`src/rtl/core/scrd_pkg.sv`:
```
`default_nettype none

package scrd_pkg;

  localparam int NumRegs = 22;
  localparam int IdxW    = $clog2(NumRegs);
  localparam int ByteW   = 8;
  localparam int OffW    = 2;
  localparam int AddrW   = 10;
  localparam int IrqW    = 4;

  typedef logic [ByteW-1:0] byte_t;
  typedef logic [IdxW-1:0]  idx_t;
  typedef logic [OffW-1:0]  off_t;
  typedef logic [AddrW-1:0] addr_t;
  typedef logic [IrqW-1:0]  irq_t;

  // access kinds and port offsets
  localparam logic ActWrite = 1'b1;
  localparam off_t OffKey   = 2'd0;
  localparam off_t OffIndex = 2'd1;
  localparam off_t OffData  = 2'd2;

  // register indexes
  localparam int RegFdc     = 0;
  localparam int RegPortSel = 1;
  localparam int RegSerSwap = 3;
  localparam int RegPortDis = 4;
  localparam int RegFdcAlt  = 6;
  localparam int RegId      = 7;
  localparam int RegMode    = 9;
  localparam int RegKeySel  = 12;

  // bit positions
  localparam int KeySelBit  = 5;
  localparam int FdcPriBit  = 4;
  localparam int FdcDisBit  = 5;
  localparam int FdcAltBit  = 3;
  localparam int WpBit      = 6;

  localparam byte_t KeyBase    = 8'h88;
  localparam byte_t FdcAltMask = 8'hF3;
  localparam byte_t IdMask     = 8'h0F;
  localparam byte_t ReadNone   = 8'hFF;
  localparam byte_t ModeReset  = 8'h09;

  localparam addr_t Com1Base   = 10'h3F8;
  localparam addr_t Com2Base   = 10'h2F8;
  localparam addr_t Com3Base   = 10'h3E8;
  localparam addr_t Com4Base   = 10'h2E8;
  localparam addr_t LptMono    = 10'h3BC;
  localparam addr_t Lpt2Base   = 10'h278;
  localparam addr_t Lpt1Base   = 10'h378;
  localparam addr_t FdcPriBase = 10'h3F0;
  localparam addr_t FdcSecBase = 10'h370;

  localparam irq_t Irq3 = 4'd3;
  localparam irq_t Irq4 = 4'd4;
  localparam irq_t Irq5 = 4'd5;
  localparam irq_t Irq7 = 4'd7;

  typedef struct packed {
    addr_t base;
    irq_t  irq;
    logic  on;
  } port_res_t;

  typedef struct packed {
    port_res_t ser_a;
    port_res_t ser_b;
    port_res_t prn;
  } res_t;

  function automatic byte_t reg_reset(input int unsigned i);
    byte_t v;
    case (i)
      0:       v = 8'h50;
      1:       v = 8'h2C;
      3:       v = 8'h30;
      7:       v = 8'hF5;
      9:       v = ModeReset;
      10:      v = 8'h1F;
      12:      v = 8'h2C;
      13:      v = 8'hA3;
      default: v = '0;
    endcase
    return v;
  endfunction

endpackage

`default_nettype wire

```
`src/rtl/core/scrd_if.sv`:
```
`default_nettype none

interface scrd_in_if;
  import scrd_pkg::*;

  logic  valid;
  logic  ready;
  logic  action;
  off_t  port_offset;
  byte_t write_data;

  modport source(output valid, output action, output port_offset, output write_data,
                 input ready);
  modport sink(input valid, input action, input port_offset, input write_data,
               output ready);
endinterface

interface scrd_out_if;
  import scrd_pkg::*;

  logic  valid;
  logic  ready;
  byte_t read_data;
  addr_t serial_a_base;
  irq_t  serial_a_irq;
  logic  serial_a_on;
  addr_t serial_b_base;
  irq_t  serial_b_irq;
  logic  serial_b_on;
  addr_t printer_base;
  irq_t  printer_irq;
  logic  printer_on;
  addr_t floppy_base;
  logic  floppy_on;

  modport source(output valid, output read_data,
                 output serial_a_base, output serial_a_irq, output serial_a_on,
                 output serial_b_base, output serial_b_irq, output serial_b_on,
                 output printer_base, output printer_irq, output printer_on,
                 output floppy_base, output floppy_on, input ready);
  modport sink(input valid, input read_data,
               input serial_a_base, input serial_a_irq, input serial_a_on,
               input serial_b_base, input serial_b_irq, input serial_b_on,
               input printer_base, input printer_irq, input printer_on,
               input floppy_base, input floppy_on, output ready);
endinterface

`default_nettype wire

```
`src/rtl/core/scrd_res_decode.sv`:
```
`default_nettype none

module scrd_res_decode (
  input  scrd_pkg::byte_t port_sel_i,
  input  scrd_pkg::byte_t ser_swap_i,
  input  scrd_pkg::byte_t port_dis_i,
  output scrd_pkg::res_t  res_o
);
  import scrd_pkg::*;

  logic [1:0] sel_a;
  logic [1:0] sel_b;
  logic [1:0] sel_p;

  assign sel_a = {port_sel_i[2], port_sel_i[0]};
  assign sel_b = {port_sel_i[3], port_sel_i[1]};
  assign sel_p = {port_sel_i[5], port_sel_i[4]};

  always_comb begin
    res_o.ser_a = '{base: Com1Base, irq: Irq4, on: 1'b1};
    if (ser_swap_i[3]) begin
      res_o.ser_a.base = Com2Base;
      res_o.ser_a.irq  = Irq3;
    end else begin
      unique case (sel_a)
        2'd0: begin
          res_o.ser_a.base = Com4Base;
          res_o.ser_a.irq  = Irq3;
        end
        2'd1: begin
          res_o.ser_a.base = Com3Base;
        end
        2'd2: begin
          res_o.ser_a.base = Com1Base;
        end
        default: begin
          res_o.ser_a.on = 1'b0;
        end
      endcase
    end
    if (port_dis_i[5]) begin
      res_o.ser_a.on = 1'b0;
    end

    res_o.ser_b = '{base: Com1Base, irq: Irq4, on: 1'b1};
    if (!ser_swap_i[2]) begin
      unique case (sel_b)
        2'd0: begin
          res_o.ser_b.base = Com3Base;
        end
        2'd1: begin
          res_o.ser_b.base = Com4Base;
          res_o.ser_b.irq  = Irq3;
        end
        2'd2: begin
          res_o.ser_b.base = Com2Base;
          res_o.ser_b.irq  = Irq3;
        end
        default: begin
          res_o.ser_b.on = 1'b0;
        end
      endcase
    end
    if (port_dis_i[4]) begin
      res_o.ser_b.on = 1'b0;
    end

    res_o.prn = '{base: Lpt1Base, irq: Irq7, on: 1'b1};
    unique case (sel_p)
      2'd0: begin
        res_o.prn.base = LptMono;
      end
      2'd1: begin
        res_o.prn.base = Lpt2Base;
        res_o.prn.irq  = Irq5;
      end
      2'd2: begin
        res_o.prn.base = Lpt1Base;
      end
      default: begin
        res_o.prn.on = 1'b0;
      end
    endcase
    if (port_dis_i[7]) begin
      res_o.prn.on = 1'b0;
    end
  end

endmodule

`default_nettype wire

```
`src/rtl/core/superio_config_register_decoder.sv`:
```
`default_nettype none

// A beat's result is registered on the clock edge that accepts the beat.
// Throughput: one beat per cycle while the output side is ready; the register
// file and the decode sit between the input handshake and a single output register.
// Reset: asynchronous, active low; registers load their power-on table,
// the port is locked, unprotected, index 0, floppy primary and enabled.

module superio_config_register_decoder (
  input  wire             clk_i,
  input  wire             rst_ni,
  input  wire             cfg_we_i,
  input  scrd_pkg::byte_t cfg_wdata_i,
  scrd_in_if.sink         in_i,
  scrd_out_if.source      out_o
);
  import scrd_pkg::*;

  byte_t regs_q [NumRegs];
  byte_t regs_d [NumRegs];
  idx_t  idx_q, idx_d;
  logic  unlocked_q, unlocked_d;
  logic  wp_q, wp_d;
  logic  fdc_pri_q, fdc_pri_d;
  logic  fdc_en_q, fdc_en_d;

  logic  out_valid_q, out_valid_d;
  byte_t rdata_q, rdata_d;
  res_t  res_q, res_d;
  logic  fdc_pri_out_q;
  logic  fdc_en_out_q;

  logic  accept;
  logic  is_wr;
  byte_t cur;
  byte_t wval;
  byte_t diff;
  byte_t key;

  assign in_i.ready = !out_valid_q || out_o.ready;
  assign accept     = in_i.valid && in_i.ready;
  assign is_wr      = in_i.action == ActWrite;
  assign cur        = regs_q[idx_q];
  assign wval       = (idx_q == idx_t'(RegFdcAlt)) ? (in_i.write_data & FdcAltMask)
                                                   : in_i.write_data;
  assign diff       = wval ^ cur;
  assign key        = KeyBase | {{(ByteW-1){1'b0}}, regs_q[RegKeySel][KeySelBit]};

  always_comb begin
    regs_d     = regs_q;
    idx_d      = idx_q;
    unlocked_d = unlocked_q;
    wp_d       = wp_q;
    fdc_pri_d  = fdc_pri_q;
    fdc_en_d   = fdc_en_q;
    if (accept && is_wr) begin
      unique case (in_i.port_offset)
        OffKey: begin
          unlocked_d = in_i.write_data == key;
        end
        OffIndex: begin
          if (in_i.write_data <= byte_t'(NumRegs - 1)) begin
            idx_d = in_i.write_data[IdxW-1:0];
          end
        end
        OffData: begin
          if (unlocked_q && !wp_q) begin
            regs_d[idx_q] = wval;
            if (idx_q == idx_t'(RegFdc) && (diff[FdcPriBit] || diff[FdcDisBit])) begin
              fdc_en_d = !wval[FdcDisBit];
              if (!wval[FdcDisBit]) begin
                fdc_pri_d = wval[FdcPriBit];
              end
            end else if (idx_q == idx_t'(RegFdcAlt) && diff[FdcAltBit]) begin
              fdc_en_d = !wval[FdcAltBit];
              if (!wval[FdcAltBit]) begin
                fdc_pri_d = 1'b1;
              end
            end else if (idx_q == idx_t'(RegMode) && diff[WpBit]) begin
              wp_d = wval[WpBit];
            end
          end
        end
        default: begin
        end
      endcase
    end
    if (cfg_we_i) begin
      regs_d[RegMode] = cfg_wdata_i;
    end
  end

  always_comb begin
    rdata_d = ReadNone;
    if (!is_wr && unlocked_q) begin
      unique case (in_i.port_offset)
        OffIndex: begin
          rdata_d = {{(ByteW-IdxW){1'b0}}, idx_q};
        end
        OffData: begin
          if (idx_q == idx_t'(RegId)) begin
            rdata_d = cur & IdMask;
          end else if (!wp_q) begin
            rdata_d = cur;
          end
        end
        default: begin
          rdata_d = ReadNone;
        end
      endcase
    end
  end

  scrd_res_decode u_res_decode (
    .port_sel_i (regs_d[RegPortSel]),
    .ser_swap_i (regs_d[RegSerSwap]),
    .port_dis_i (regs_d[RegPortDis]),
    .res_o      (res_d)
  );

  always_comb begin
    out_valid_d = out_valid_q;
    if (accept) begin
      out_valid_d = 1'b1;
    end else if (out_o.ready) begin
      out_valid_d = 1'b0;
    end
  end

  always_ff @(posedge clk_i or negedge rst_ni) begin
    if (!rst_ni) begin
      for (int i = 0; i < NumRegs; i++) begin
        regs_q[i] <= reg_reset(i);
      end
      idx_q       <= '0;
      unlocked_q  <= 1'b0;
      wp_q        <= 1'b0;
      fdc_pri_q   <= 1'b1;
      fdc_en_q    <= 1'b1;
      out_valid_q <= 1'b0;
    end else begin
      regs_q      <= regs_d;
      idx_q       <= idx_d;
      unlocked_q  <= unlocked_d;
      wp_q        <= wp_d;
      fdc_pri_q   <= fdc_pri_d;
      fdc_en_q    <= fdc_en_d;
      out_valid_q <= out_valid_d;
    end
  end

  always_ff @(posedge clk_i) begin
    if (accept) begin
      rdata_q       <= rdata_d;
      res_q         <= res_d;
      fdc_pri_out_q <= fdc_pri_d;
      fdc_en_out_q  <= fdc_en_d;
    end
  end

  assign out_o.valid         = out_valid_q;
  assign out_o.read_data     = rdata_q;
  assign out_o.serial_a_base = res_q.ser_a.base;
  assign out_o.serial_a_irq  = res_q.ser_a.irq;
  assign out_o.serial_a_on   = res_q.ser_a.on;
  assign out_o.serial_b_base = res_q.ser_b.base;
  assign out_o.serial_b_irq  = res_q.ser_b.irq;
  assign out_o.serial_b_on   = res_q.ser_b.on;
  assign out_o.printer_base  = res_q.prn.base;
  assign out_o.printer_irq   = res_q.prn.irq;
  assign out_o.printer_on    = res_q.prn.on;
  assign out_o.floppy_base   = fdc_pri_out_q ? FdcPriBase : FdcSecBase;
  assign out_o.floppy_on     = fdc_en_out_q;

endmodule

`default_nettype wire
```
`src/flat_wrapper.sv`:
```
// flat-port wrapper written by rule: the top's interface ports become plain ports
module superio_config_register_decoder_flat import scrd_pkg::*;
  (clk_i, rst_ni, cfg_we_i, cfg_wdata_i, in_i_valid, in_i_action, in_i_port_offset, in_i_write_data, in_i_ready, out_o_valid, out_o_read_data, out_o_serial_a_base, out_o_serial_a_irq, out_o_serial_a_on, out_o_serial_b_base, out_o_serial_b_irq, out_o_serial_b_on, out_o_printer_base, out_o_printer_irq, out_o_printer_on, out_o_floppy_base, out_o_floppy_on, out_o_ready);
  scrd_in_if in_i_i ();
  scrd_out_if out_o_i ();
  input  wire clk_i;
  input  wire rst_ni;
  input  wire cfg_we_i;
  input  scrd_pkg::byte_t cfg_wdata_i;
  input wire logic [$bits(in_i_i.valid)-1:0] in_i_valid;
  input wire logic [$bits(in_i_i.action)-1:0] in_i_action;
  input wire logic [$bits(in_i_i.port_offset)-1:0] in_i_port_offset;
  input wire logic [$bits(in_i_i.write_data)-1:0] in_i_write_data;
  output wire logic [$bits(in_i_i.ready)-1:0] in_i_ready;
  output wire logic [$bits(out_o_i.valid)-1:0] out_o_valid;
  output wire logic [$bits(out_o_i.read_data)-1:0] out_o_read_data;
  output wire logic [$bits(out_o_i.serial_a_base)-1:0] out_o_serial_a_base;
  output wire logic [$bits(out_o_i.serial_a_irq)-1:0] out_o_serial_a_irq;
  output wire logic [$bits(out_o_i.serial_a_on)-1:0] out_o_serial_a_on;
  output wire logic [$bits(out_o_i.serial_b_base)-1:0] out_o_serial_b_base;
  output wire logic [$bits(out_o_i.serial_b_irq)-1:0] out_o_serial_b_irq;
  output wire logic [$bits(out_o_i.serial_b_on)-1:0] out_o_serial_b_on;
  output wire logic [$bits(out_o_i.printer_base)-1:0] out_o_printer_base;
  output wire logic [$bits(out_o_i.printer_irq)-1:0] out_o_printer_irq;
  output wire logic [$bits(out_o_i.printer_on)-1:0] out_o_printer_on;
  output wire logic [$bits(out_o_i.floppy_base)-1:0] out_o_floppy_base;
  output wire logic [$bits(out_o_i.floppy_on)-1:0] out_o_floppy_on;
  input wire logic [$bits(out_o_i.ready)-1:0] out_o_ready;
  assign in_i_i.valid = in_i_valid;
  assign in_i_i.action = in_i_action;
  assign in_i_i.port_offset = in_i_port_offset;
  assign in_i_i.write_data = in_i_write_data;
  assign in_i_ready = in_i_i.ready;
  assign out_o_valid = out_o_i.valid;
  assign out_o_read_data = out_o_i.read_data;
  assign out_o_serial_a_base = out_o_i.serial_a_base;
  assign out_o_serial_a_irq = out_o_i.serial_a_irq;
  assign out_o_serial_a_on = out_o_i.serial_a_on;
  assign out_o_serial_b_base = out_o_i.serial_b_base;
  assign out_o_serial_b_irq = out_o_i.serial_b_irq;
  assign out_o_serial_b_on = out_o_i.serial_b_on;
  assign out_o_printer_base = out_o_i.printer_base;
  assign out_o_printer_irq = out_o_i.printer_irq;
  assign out_o_printer_on = out_o_i.printer_on;
  assign out_o_floppy_base = out_o_i.floppy_base;
  assign out_o_floppy_on = out_o_i.floppy_on;
  assign out_o_i.ready = out_o_ready;
  superio_config_register_decoder u_core (.clk_i(clk_i), .rst_ni(rst_ni), .cfg_we_i(cfg_we_i), .cfg_wdata_i(cfg_wdata_i), .in_i(in_i_i), .out_o(out_o_i));
endmodule
```
`config.mk`:
```
export PLATFORM = sky130hd
export DESIGN_NAME = superio_config_register_decoder_flat
export DESIGN_NICKNAME = d
export VERILOG_FILES = /design/src/rtl/core/scrd_pkg.sv /design/src/rtl/core/scrd_if.sv /design/src/rtl/core/scrd_res_decode.sv /design/src/rtl/core/superio_config_register_decoder.sv /design/src/flat_wrapper.sv
export SDC_FILE = /design/constraint.sdc
export NUM_CORES = 1
export LEC_CHECK = 0
export ABC_AREA = 1
export ABC_CLOCK_PERIOD_IN_PS = 2800
export BUFFER_PORTS_ARGS = -buffer_cell sky130_fd_sc_hd__buf_2
export CAP_MARGIN = 30
export CORE_MARGIN = 2
export CORE_UTILIZATION = 50
export CTS_CLUSTER_SIZE = 40
export DETAILED_ROUTE_END_ITERATION = 10
export MAX_ROUTING_LAYER = met4
export PLACE_DENSITY = 0.71
export SLEW_MARGIN = 20
export SYNTH_ARGS = -nofsm -noshare
export SYNTH_HDL_FRONTEND = slang
export SYNTH_HIERARCHICAL = 1
export SYNTH_SLANG_ARGS = --single-unit
```
`constraint.sdc`:
```
create_clock -name clk_i -period 2.8 [get_ports clk_i]
set_input_delay 0.42 -clock clk_i [delete_from_list [all_inputs] [get_ports clk_i]]
set_output_delay 0.42 -clock clk_i [all_outputs]
set_load 0.005 [all_outputs]
```
==> results.json <==
{
  "drt_pass1_iterations": 5,
  "async_flop_share_pct": 77.2,
  "ys_ff_latch": 241,
  "relSlewSlack_pct": 35.7,
  "dieArea_um2": 22900,
  "finalCritPeriodShare_pct": 93.4,
  "placed_cell_area_um2": 11400,
  "grt_max_degree": 82,
  "slew_violations": 0,
  "cts_tree": "yes",
  "die_w_um": 151,
  "h-tree-depth": 1,
  "yosysSeqAreaShare_pct": 58.4,
  "first_global_vias": 7953,
  "synth_cells": 1156,
  "max_freq_mhz": 383,
  "hp-class": "input port to flip-flop",
  "irDropWorstVdd_mv": 0.306,
  "finalCriticalPeriod_ns": 2.61,
  "drc": 0,
  "drive_above_1_share_pct": 17.4,
  "yosysMostFrequentCell": "nand2_1",
  "cts_made_buffers": 26,
  "clk_latency_ns": 0.54,
  "yosysWarnings": 6,
  "hold_viol": 0,
  "clock-skew-final_ns": 0.0115,
  "synthTopCellsByArea": "dfrtp_1 (36%), edfxtp_1 (15%), nand2_1 (13%)",
  "synth_edf_count": 55,
  "ff2ff_setup_slack_ns": 0.19,
  "synth_top_area_share_pct": 36.2,
  "fin_cells": 1536,
  "viasPerCell": 5.51,
  "synth_area_um2": 10900,
  "cp_max_fo": 10,
  "start_util_pct": 51.3,
  "worst_r2r_path_depth": 11,
  "required_ns": 3.08,
  "r2r-start": "u_core/idx_q[3]",
  "diodes": 0,
  "netlist_top_cells_count": "nand2_1 (370), o21ai_0 (166), dfrtp_1 (157)",
  "avgSynthCellArea_um2": 9.39,
  "p_per_area_nw_per_um2": 630,
  "synth_cell_types": 41,
  "leakage_nw": 5.61,
  "cts_root_buffer": "clkbuf_16",
  "io-pin-count": 90,
  "endpoint_kind": "flip-flop",
  "setup_tns_ns": 0,
  "fillers": 1827,
  "cp-startpoint": "u_core/idx_q[3]",
  "r2r_end": "u_core/out_o.serial_b_base[8]",
  "ant_nets": 0,
  "drt-initial-drc-count": 875,
  "drv_cap": 0,
  "layout.nets": 1270,
  "clk_pin_slew_ns": 0.06,
  "path_cells": "nor2_8 > inv_2 > nor2_4 > inv_1 > nor2_1 > nor2_1 > mux2i_1 > inv_1 > ha_1 > nor2_1 > inv_1",
  "synthFlopType": "dfrtp_1",
  "grt_antenna_before_repair": 0,
  "syn2layout_area_growth_pct": 13.8,
  "cpPeakStageDelay_ns": 0.62,
  "io_buffers": 80,
  "rows": 53,
  "core_region_area_um2": 21200,
  "cts_sinks": 241,
  "die_y_um": 151,
  "grt_setup_unrepaired": "false",
  "setup_viol": 0,
  "vias": 8468,
  "worstSetupStartpointType": "flip-flop",
  "dp_cells": 1487,
  "routed_wl_mm": 28.3,
  "postCtsSetupBuffers": 0,
  "run_status": "completed",
  "yosysTopAreaCell": "dfrtp_1",
  "cp.arrival_ns": 2.90,
  "final_cell_area_um2": 12300,
  "cp_slowest_cell": "dfrtp_1",
  "grtUsageTotal_pct": 26.0,
  "wl_per_cell_um": 18.4,
  "hold_start": "cfg_wdata_i[6]",
  "dp_hpwl_mm": 19.3,
  "grt_overflow": 0,
  "tightest_slew_ns": 0.964,
  "clockBufferDepth": 3,
  "gp_congestion": 0.997,
  "grt_pass1_wl_mm": 44.4,
  "cp-endpoint": "u_core/out_o.serial_b_base[8]",
  "crit_type": "flip-flop to flip-flop"
}
==> worst min-delay path by stage <==
stage / endpoint / cells past startpoint
CTS: u_core/regs_q[103] / 3
detailed placement: u_core/regs_q[43] / 1
finish: u_core/regs_q[102] / 3
global route: u_core/regs_q[102] / 3
global placement: u_core/regs_q[43] / 1
floorplan: u_core/idx_q[0] / 0
==> power by group <==
group | total (mW) | leakage (nW) | internal (mW) | switching [mW]
sequential | 3.70 | 2.91 | 3.65 | 0.0438
combinational | 0.567 | 2.26 | 0.153 | 0.414
clock | 3.52 | 0.440 | 2.13 | 1.38
==> layout make-up <==
| class | instances | area (um^2) | area share (%) |
|---|---|---|---|
| Sequential cell | 241 | 6340 | 51.4 |
| Timing Repair Buffer | 123 | 769 | 6.23 |
| Multi-Input combinational cell | 774 | 3720 | 30.1 |
| Clock inverter | 14 | 148 | 1.20 |
| Clock buffer | 34 | 742 | 6.01 |
| Inverter | 75 | 282 | 2.28 |
| Tap cell | 275 | 344 | 2.79 |
==> placed cells by master, fill, tap and decap left out, drive strengths merged, types with 13 or more instances in the layout <==
master    n
nand2   370
a21oi    19
a22oi    25
o21ai   176
edfxtp   55
mux2i    13
nand3    35
conb     36
nand4    15
inv      75
clkbuf   34
nor2     45
buf     122
dfrtp   157
dfstp    29
==> routing by layer <==
layer | vias up | part of all wire [%] | track usage [%]
met2 | 372 | 44 | 38.8
met3 | 65 | 8.2 | 4.49
li1 | 3936 | - | -
met1 | 4095 | 45 | 36.8
met5 | - | 0 | -
met4 | 0 | 3.1 | 7.57
==> metrics by stage <==
step | utilization [%] | hold WS [ns] | setup WS [ns] | power (mW)
finish | 58.4 | 0.134 | 0.186 | 7.78
global placement | 54.1 | 0.412 | 0.201 | 4.31
CTS | 58.4 | 0.127 | 0.144 | 7.83
floorplan | - | 0.124 | 0.370 | 4.09
detailed placement | 54.1 | 0.413 | 0.189 | 4.32
global route | 58.4 | 0.141 | 0.00164 | 8.05
==> worst max-delay path: cells and delay by family, from the launching register on <==
family / cells / cell delay, ns
adder cells (fa/ha/maj): 1 / 0.27
multiplexers: 1 / 0.16
AND/OR/NAND/NOR: 5 / 0.96
buffers and inverters: 4 / 0.35
flip-flops: 1 / 0.62
==> kinds of logic after synthesis <==
kind of cell	synth area share [%]
XOR/XNOR	0.0807
buffers and inverters	8.41
adder cells (fa/ha/maj)	0.577
flip-flops	58.4
multiplexers	1.20
other	0.138
AO/OA/AOI/OAI	13.1
AND/OR/NAND/NOR	18.0
==> sequential cells by signal (all words and copies together) (netlist names), 4 cells and up <==
register	count
u_core/out_o.serial_b_irq	4
u_core/out_o.serial_a_irq	4
u_core/regs_q	175
u_core/out_o.printer_base	10
u_core/out_o.read_data	8
u_core/out_o.serial_b_base	10
u_core/out_o.serial_a_base	10
u_core/out_o.printer_irq	4
u_core/idx_q	5
==> timing repair <==
action	CTS	global route
endpoints found under the setup margin	0	4
endpoints found under the hold margin	43	0
hold buffers	1	0
resized for setup	0	2
No activity file was read; power rests on OpenSTA's default activity.
